==> src/sv/stt_ram.sv <==
// Generic single-port-write, single-port-read RAM with registered read data.
module stt_ram #(
    parameter int unsigned WIDTH = 8,
    parameter int unsigned DEPTH = 16,
    parameter int unsigned AW    = (DEPTH > 1) ? $clog2(DEPTH) : 1
) (
    input  logic             clk,
    input  logic             we,
    input  logic [AW-1:0]    waddr,
    input  logic [WIDTH-1:0] wdata,
    input  logic             re,
    input  logic [AW-1:0]    raddr,
    output logic [WIDTH-1:0] rdata
);

    logic [WIDTH-1:0] mem [DEPTH];
    logic [WIDTH-1:0] rdata_reg;

    always_ff @(posedge clk)
    begin
        if (we)
        begin
            mem[waddr] <= wdata;
        end
        if (re)
        begin
            rdata_reg <= mem[raddr];
        end
    end

    assign rdata = rdata_reg;

endmodule

==> config.mk <==
export PLATFORM = sky130hd
export DESIGN_NAME = stt_ram
export DESIGN_NICKNAME = d
export VERILOG_FILES = /design/src/sv/stt_ram.sv
export SDC_FILE = /design/constraint.sdc
export NUM_CORES = 1
export LEC_CHECK = 0
export ABC_AREA = 1
export BUFFER_PORTS_ARGS = -buffer_cell sky130_fd_sc_hd__buf_4
export CAP_MARGIN = 20
export CELL_PAD_IN_SITES_DETAIL_PLACEMENT = 0
export CELL_PAD_IN_SITES_GLOBAL_PLACEMENT = 1
export CORE_ASPECT_RATIO = 0.7
export CORE_MARGIN = 3
export CORE_UTILIZATION = 44
export DETAILED_ROUTE_END_ITERATION = 7
export GPL_TIMING_DRIVEN = 0
export PLACE_DENSITY = 0.72
export SYNTH_ARGS = -nofsm -noshare
export SYNTH_HDL_FRONTEND = slang
export SYNTH_SLANG_ARGS = --single-unit
==> constraint.sdc <==
create_clock -name clk -period 1.25 [get_ports clk]
set_clock_uncertainty 0.05 [all_clocks]
set_input_delay 0.1875 -clock clk [delete_from_list [all_inputs] [get_ports clk]]
set_output_delay 0.1875 -clock clk [all_outputs]
set_load 0.05 [all_outputs]
# Word-level counts from Yosys, hierarchy flattened

Memory sizes are Yosys's and may differ from the RTL's. A register that Yosys moved wholly into a read port is not among the register bits.
Index checks and enable logic that the tools add are counted.

Bits in writable memories: 128
Word-level logic and storage cells: 3
Output and inout bits: 8
Memories kept: 1
Flip-flop bits (word level): 0

Memory list:

| name | words | bits a word | read ports | clocked after memory_dff | write ports | RTL line | text |
|---|---|---|---|---|---|---|---|
| mem  | 16    | 8           | 1          | 1                        | 1           | 16       | `logic [WIDTH-1:0] mem [DEPTH];` |

Muxes and demuxes: 2

Operator list:

| operator          | count |
|---|---|
| two-way mux 1 bit | 2 |

# Longest topological paths before layout

Gate-level depths: netlist (run 1).

Word-level depth: 2
Mapped depth: 8

# Worst setup path after synthesis (run 1)

Ideal clock, no wire load.

Kind: input to register
From: input port waddr[3]
To: memory mem[4][0] (enable)
Data required time: 0.830 ns
Data arrival time: 0.768 ns
Path slack: 0.062 ns
Library setup time: 0.370 ns
Stages on the path: 2
Buffers on the path: 0
Cell sequence: nand3b_1 -> nor2_1

RTL lines:

| what               | RTL line | text |
|---|---|---|
| start: declaration | 9        | `input logic [AW-1:0] waddr,` |
| end: declaration   | 16       |  |

Straight into the memory's write port.

# Worst setup path after layout (run 1)

From: register rdata_reg[4] (netlist: rdata[4]), read port of mem
To: output port rdata[4]

RTL lines:

| what               | RTL line | text |
|---|---|---|
| start: declaration | 17       | `logic [WIDTH-1:0] rdata_reg;` |
| end: declaration   | 13       | `output logic [WIDTH-1:0] rdata` |

No word-level cell between the ends.

==> reports/qor.json, run 1 <==
{
  "result_of_the_run": "complete, no violations",
  "cts_bufs_inserted": 17,
  "grt_max_degree": 17,
  "grt_usage_pct": 21.7,
  "start_kind": "register",
  "sw_frac_of_total_pct": 23.6,
  "place_inst": 736,
  "synth_xor_xnor_area_share_pct": 0,
  "insertion_delay_ns": 0.42,
  "vias_per_cell": 5.02,
  "avg_wl_per_cell_um": 19.4,
  "die_w_um": 144,
  "irDropWorstVdd_mv": 0.980,
  "clkTransAtPathRegs_ns": 0.06,
  "core_area_um2": 12700,
  "largest_register_ffs": 128,
  "timing.critical_path.depth": 1,
  "die_h_um": 102,
  "netSwitchingPower_mw": 2.56,
  "fp.dieArea_um2": 14700,
  "cp_cell_sequence": "buf_6",
  "synth.avg_cell_area_um2": 10.6,
  "final_max_slew_viol_count": 0,
  "r2r.worst_path.cells": 6,
  "fin_nets": 612,
  "grt_antenna_before_repair": 0,
  "ant_nets": 0,
  "multiplexer_share_of_the_synthesized_area_pct": 0,
  "route.detailed.drc": 0,
  "place_area_um2": 6220,
  "worst-slew-pin-transition_ns": 0.901,
  "detail_route.first_pass.iterations": 5,
  "global_route.overflow_total": 0,
  "cp_top_family": "flip-flops",
  "worstHoldPathType": "input pin to register",
  "whs_ns": 0.0212,
  "fmax_mhz": 808,
  "layout_min_cycle_time_ns": 1.24,
  "synth.yosys.warnings": 0,
  "post_synth_num_cell_types": 11,
  "internal_power_mw": 8.30,
  "worst-path-max-fanout": 1,
  "worst-path-buf-inv": 1,
  "part_of_the_total_power_dissipated_in_sequential_elements_pct": 47.5,
  "routed_wl_um": 14900,
  "cp_arrival_ns": 1.00,
  "h-tree-depth": 4,
  "finalWeightedCongestion": 0.846,
  "synth_sequential_area_ratio_pct": 69.8,
  "compound_gate_fraction_of_synth_area_pct": 0,
  "critical_path_class": "register to output pin",
  "antenna_cells": 0,
  "pwr_density_cell_nw_per_um2": 1570,
  "post_synth_and_or_nand_nor_area_fraction_pct": 20.8,
  "final_cell_area_um2": 6910,
  "final.period_utilization_pct": 99.1,
  "design.portCount": 27,
  "post_synth_fa_ha_maj_area_fraction_pct": 0,
  "initial_utilization_pct": 46.0,
  "clkPwrFrac_pct": 45.0,
  "cap_violations": 0,
  "min_delay_path_depth": 1,
  "crit_slowest_cell": "edfxtp_1",
  "setup-violations-final": 0,
  "cpPeakStageDelay_ns": 0.41,
  "area_growth_syn_to_layout_pct": 18.1,
  "layout.cells.most_common_list": "nand2_1 (170), edfxtp_1 (136), inv_1 (100), nand3_1 (86), buf_4 (23)",
  "port-buffer-count": 23,
  "first_pass_grt_wire_length_um": 22400,
  "final_cells": 768,
  "buffer_cell_driving_the_clock_tree_root": "clkbuf_16",
  "clkSinkCount": 136,
  "critPathCaptureType": "output pin",
  "mostFrequentLayoutCell": "nand2_1",
  "power.combinational.fraction_pct": 7.5,
  "syn-num-nets": 570,
  "drive_gt1_share_pct": 17.3,
  "synth.ff_latch_count": 136,
  "aggregate_negative_setup_slack_ns": 0,
  "cts_max_path_buffers": 2,
  "hpwl_um": 9730,
  "tritoncts": "built",
  "first_iter_violations": 381,
  "timing.final.hold_violations": 0,
  "worst-endpoint-required_ns": 1.01,
  "first_global_vias": 3593,
  "syn-instance-count": 551,
  "total_power_mw": 10.9,
  "rows": 34,
  "post_synth_instance_area_um2": 5850,
  "max-slew-margin-rel_pct": 39.7,
  "total_leakage_power_nw": 2.94,
  "grt_setup_unrepaired": "true",
  "vias": 3858,
  "dominant_combinational_cell_family_by_area_after_synthesis": "simple AND/OR/NAND/NOR gates"
}
-- worst paths after layout --
path / from / end / slack [ns]
max: rdata[4] / rdata[4] / 0.01
min: re / rdata[0] / 0.02
max reg2reg: mem[12][1] / rdata[1] / 0.03
min reg2reg: mem[7][2] / rdata[2] / 0.71
-- metal layers --
metal / wire, µm / GRT usage [%] / vias up
li1: - / - / 1866
met1: 7620 / 34.9 / 1848
met2: 6090 / 28.8 / 131
met3: 1020 / 5.89 / 13
met4: 164 / 5.50 / 0
met5: 0 / 0 / -
-- per-stage QoR --
stage,utilization (%),setup WS [ns]
after global placement,48.9,-0.484
after global routing,54.3,-0.00641
after CTS,53.6,-0.0492
final,54.3,0.0118
after floorplan,-,0.0617
after detailed placement,48.9,-0.513
-- synthesized netlist by cell type --
| library cell | instances | area (µm²) |
|---|---|---|
| nand3_1 | 97 | 485 |
| buf_1 | 1 | 3.75 |
| inv_1 | 100 | 375 |
| buf_6 | 6 | 67.6 |
| buf_4 | 4 | 30.0 |
| nor2_1 | 17 | 63.8 |
| edfxtp_1 | 136 | 4080 |
| nand2_1 | 173 | 649 |
| inv_2 | 2 | 7.51 |
| buf_2 | 13 | 65.1 |
| nand3b_1 | 2 | 15.0 |
-- logic make-up after synthesis --
| group | after synthesis |
|---|---|
| buffers and inverters | 126 |
| DFF | 136 |
| and+or+nand+nor | 289 |
-- power by group through the flow --
| stage | logic, mW | clock network [mW] | registers, mW |
|---|---|---|---|
| floorplan | 0.360 | 0 | 5.33 |
| global placement | 0.770 | 0 | 5.26 |
| detailed placement | 0.781 | 0 | 5.26 |
| CTS | 0.789 | 4.91 | 5.16 |
| global route | 0.891 | 5.13 | 5.17 |
| finish | 0.816 | 4.89 | 5.16 |
-- layout make-up --
class	instances	area, µm²
clock buffers	17	425
multi-input cells	289	1300
fillers	1107	5810
inverters	102	383
plain buffers	24	169
well taps	162	203
repair buffers	23	188
clock inverters	15	153
flip-flops and latches	136	4080
-- repair_timing --
| action | in CTS | in global routing |
|---|---|---|
| buffers inserted | 0 | 0 |
| endpoints found under the setup margin | 54 | 42 |
| pin swaps | 0 | 0 |
| resized for setup | 7 | 23 |
| hold buffers | 0 | 0 |
| cloned | 0 | 0 |
(Power assumes the default switching activity.)
==> inputs of run 2 (changes only) <==
--- a/config.mk
+++ b/config.mk
@@ -15,6 +15,7 @@
 export CORE_UTILIZATION = 44
 export DETAILED_ROUTE_END_ITERATION = 7
 export GPL_TIMING_DRIVEN = 0
+export HOLD_SLACK_MARGIN = 0.05
 export PLACE_DENSITY = 0.72
 export SYNTH_ARGS = -nofsm -noshare
 export SYNTH_HDL_FRONTEND = slang
==> run 2 against run 1 <==
Via count is 0.78% lower. Die area unchanged. Hold slack improved by 0.051 ns. Clock power about the same. First-iteration DRC count is 4.7% lower. Utilization rose by 0.079 points. Sequential share of layout area fell by 0.085 points. Power hardly changed. Final area grew 0.14%. Flip-flop and latch count did not move. Worst setup slack gained 0.0027 ns. Maximum frequency rose by 0.22%. Critical path type unchanged.
==> reports/qor.json, run 2 (same netlist as run 1, synthesis figures left out) <==
{
  "grt_setup_unrepaired": {"value": "true", "change": "unchanged"},
  "max-slew-margin-rel": {"value": 39.9, "unit": "%", "change": "was 39.7%"},
  "layout.cells.most_common_list": {"value": "nand2_1 (170), edfxtp_1 (136), inv_1 (100), nand3_1 (86), buf_4 (23)", "change": "unchanged"},
  "place_area": {"value": 6220, "unit": "µm²", "change": "unchanged"},
  "timing.final.hold_violations": {"value": 0, "change": "unchanged"},
  "worst-path-buf-inv": {"value": 1, "change": "unchanged"},
  "first_pass_grt_wire_length": {"value": 22500, "unit": "µm", "change": "was 22400 µm"},
  "grt_antenna_before_repair": {"value": 0, "change": "unchanged"},
  "critical_path_class": {"value": "register to output pin", "change": "unchanged"},
  "ant_nets": {"value": 0, "change": "unchanged"},
  "mostFrequentLayoutCell": {"value": "nand2_1", "change": "unchanged"},
  "drive_gt1_share": {"value": 17.3, "unit": "%", "change": "about the same"},
  "port-buffer-count": {"value": 23, "change": "unchanged"},
  "cts_bufs_inserted": {"value": 17, "change": "unchanged"},
  "global_route.overflow_total": {"value": 0, "change": "unchanged"},
  "cp_arrival": {"value": 1.00, "unit": "ns", "change": "about the same"},
  "irDropWorstVdd": {"value": 0.967, "unit": "mV", "change": "was 0.980 mV"},
  "whs": {"value": 0.0724, "unit": "ns", "change": "was 0.0212 ns"},
  "design.portCount": {"value": 27, "change": "unchanged"},
  "setup-violations-final": {"value": 0, "change": "unchanged"},
  "finalWeightedCongestion": {"value": 0.846, "change": "unchanged"},
  "die_w": {"value": 144, "unit": "µm", "change": "unchanged"},
  "sw_frac_of_total": {"value": 23.5, "unit": "%", "change": "was 23.6%"},
  "worstHoldPathType": {"value": "input pin to register", "change": "unchanged"},
  "cap_violations": {"value": 0, "change": "unchanged"},
  "layout_min_cycle_time": {"value": 1.24, "unit": "ns", "change": "about the same"},
  "start_kind": {"value": "register", "change": "unchanged"},
  "routed_wl": {"value": 14800, "unit": "µm", "change": "was 14900 µm"},
  "vias_per_cell": {"value": 4.98, "change": "was 5.02"},
  "grt_max_degree": {"value": 17, "change": "unchanged"},
  "post_cts_buffers": {"value": 0, "change": "unchanged"},
  "worst-endpoint-required": {"value": 1.01, "unit": "ns", "change": "about the same"},
  "rows": {"value": 34, "change": "unchanged"},
  "avg_wl_per_cell": {"value": 19.3, "unit": "µm", "change": "was 19.4 µm"},
  "area_growth_syn_to_layout": {"value": 18.3, "unit": "%", "change": "was 18.1%"},
  "regToRegSetupSlack": {"value": 0.04, "unit": "ns", "change": "was 0.03 ns"},
  "cp_cell_sequence": {"value": "buf_6", "change": "unchanged"},
  "buffer_cell_driving_the_clock_tree_root": {"value": "clkbuf_16", "change": "unchanged"},
  "drt-met1-wl": {"value": 7650, "unit": "µm", "change": "was 7620 µm"},
  "route.detailed.drc": {"value": 0, "change": "unchanged"},
  "final_cell_area": {"value": 6920, "unit": "µm²", "change": "was 6910 µm²"},
  "top_routing_layer_used": {"value": "met4", "change": "unchanged"},
  "critPathCaptureType": {"value": "output pin", "change": "unchanged"},
  "fmax": {"value": 809, "unit": "MHz", "change": "was 808 MHz"},
  "fp.dieArea": {"value": 14700, "unit": "µm²", "change": "unchanged"},
  "total_leakage_power": {"value": 2.95, "unit": "nW", "change": "was 2.94 nW"},
  "hpwl": {"value": 9730, "unit": "µm", "change": "unchanged"},
  "aggregate_negative_setup_slack": {"value": 0, "unit": "ns", "change": "unchanged"},
  "power.combinational.fraction": {"value": 7.5, "unit": "%", "change": "about the same"},
  "met3RoutedLength": {"value": 944, "unit": "µm", "change": "was 1020 µm"},
  "first_global_vias": {"value": 3604, "change": "was 3593"},
  "internal_power": {"value": 8.31, "unit": "mW", "change": "was 8.30 mW"},
  "part_of_the_total_power_dissipated_in_sequential_elements": {"value": 47.5, "unit": "%", "change": "about the same"},
  "final_max_slew_viol_count": {"value": 0, "change": "unchanged"},
  "cpPeakStageDelay": {"value": 0.41, "unit": "ns", "change": "about the same"},
  "worst-slew-pin-transition": {"value": 0.898, "unit": "ns", "change": "was 0.901 ns"},
  "vias": {"value": 3828, "change": "was 3858"},
  "core_area": {"value": 12700, "unit": "µm²", "change": "unchanged"},
  "final.period_utilization": {"value": 98.8, "unit": "%", "change": "was 99.1%"},
  "detail_route.first_pass.iterations": {"value": 5, "change": "unchanged"},
  "clkTransAtPathRegs": {"value": 0.06, "unit": "ns", "change": "about the same"},
  "netSwitchingPower": {"value": 2.55, "unit": "mW", "change": "was 2.56 mW"},
  "first_iter_violations": {"value": 363, "change": "was 381"},
  "met2_wirelength": {"value": 6090, "unit": "µm", "change": "about the same"},
  "grt_usage": {"value": 21.7, "unit": "%", "change": "about the same"},
  "result_of_the_run": {"value": "complete, no violations", "change": "unchanged"},
  "insertion_delay": {"value": 0.41, "unit": "ns", "change": "was 0.42 ns"},
  "clkPwrFrac": {"value": 44.9, "unit": "%", "change": "was 45.0%"},
  "largest_register_ffs": {"value": 128, "change": "unchanged"},
  "fin_nets": {"value": 613, "change": "was 612"},
  "worst-path-max-fanout": {"value": 1, "change": "unchanged"},
  "antenna_cells": {"value": 0, "change": "unchanged"},
  "cp_top_family": {"value": "flip-flops", "change": "unchanged"},
  "h-tree-depth": {"value": 4, "change": "unchanged"},
  "pwr_density_cell": {"value": 1570, "unit": "nW/µm²", "change": "about the same"},
  "crit_slowest_cell": {"value": "edfxtp_1", "change": "unchanged"},
  "initial_utilization": {"value": 46.0, "unit": "%", "change": "unchanged"},
  "tritoncts": {"value": "built", "change": "unchanged"},
  "cts_max_path_buffers": {"value": 2, "change": "unchanged"},
  "clkSinkCount": {"value": 136, "change": "unchanged"},
  "die_h": {"value": 102, "unit": "µm", "change": "unchanged"}
}
-- run 2: what timing repair did --
action | in CTS | in global routing
endpoints found under the hold margin | 8 | 0
hold buffers | 1 | 0
endpoints found under the setup margin | 54 | 42
resized for setup | 7 | 23
-- run 2: final cells by class --
type / count / area (µm²)
Sequential cell: 136 / 4080
Tap cell: 162 / 203
Clock buffer: 17 / 425
Multi-Input combinational cell: 289 / 1300
Clock inverter: 15 / 153
Timing Repair Buffer: 24 / 198
Fill cell: 1109 / 5800
Inverter: 102 / 383
Buffer: 24 / 169
-- run 2: final timing paths --
path,from,end,cells past startpoint
hold reg to reg,mem[7][2],rdata[2],6
setup / recovery,rdata[4],rdata[4],1
hold / removal,wdata[2],mem[2][2],1
setup reg to reg,mem[12][1],rdata[1],6
-- run 2: through the flow --
step                      instances  worst slack [ns]  utilization (%)  power (mW)
after global routing            769          -0.00641             54.4        11.2
after global placement          736            -0.484             48.9        6.03
after detailed placement        736            -0.513             48.9        6.04
after CTS                       769           -0.0492             53.7        10.9
after floorplan                 551            0.0617                -        5.69
final                           769            0.0145             54.4        10.9
-- run 2: routing by layer --
layer | global-route usage (%) | vias to the layer above
li1 | - | 1867
met1 | 34.9 | 1838
met2 | 28.9 | 110
met3 | 5.89 | 13
met4 | 5.50 | 0
met5 | 0 | -
-- run 2: power by group through the flow --
stage,registers (mW),logic (mW),clock network (mW)
finish,5.16,0.817,4.88
global route,5.17,0.893,5.13
CTS,5.16,0.792,4.91
detailed placement,5.26,0.781,0
global placement,5.26,0.770,0
floorplan,5.33,0.360,0
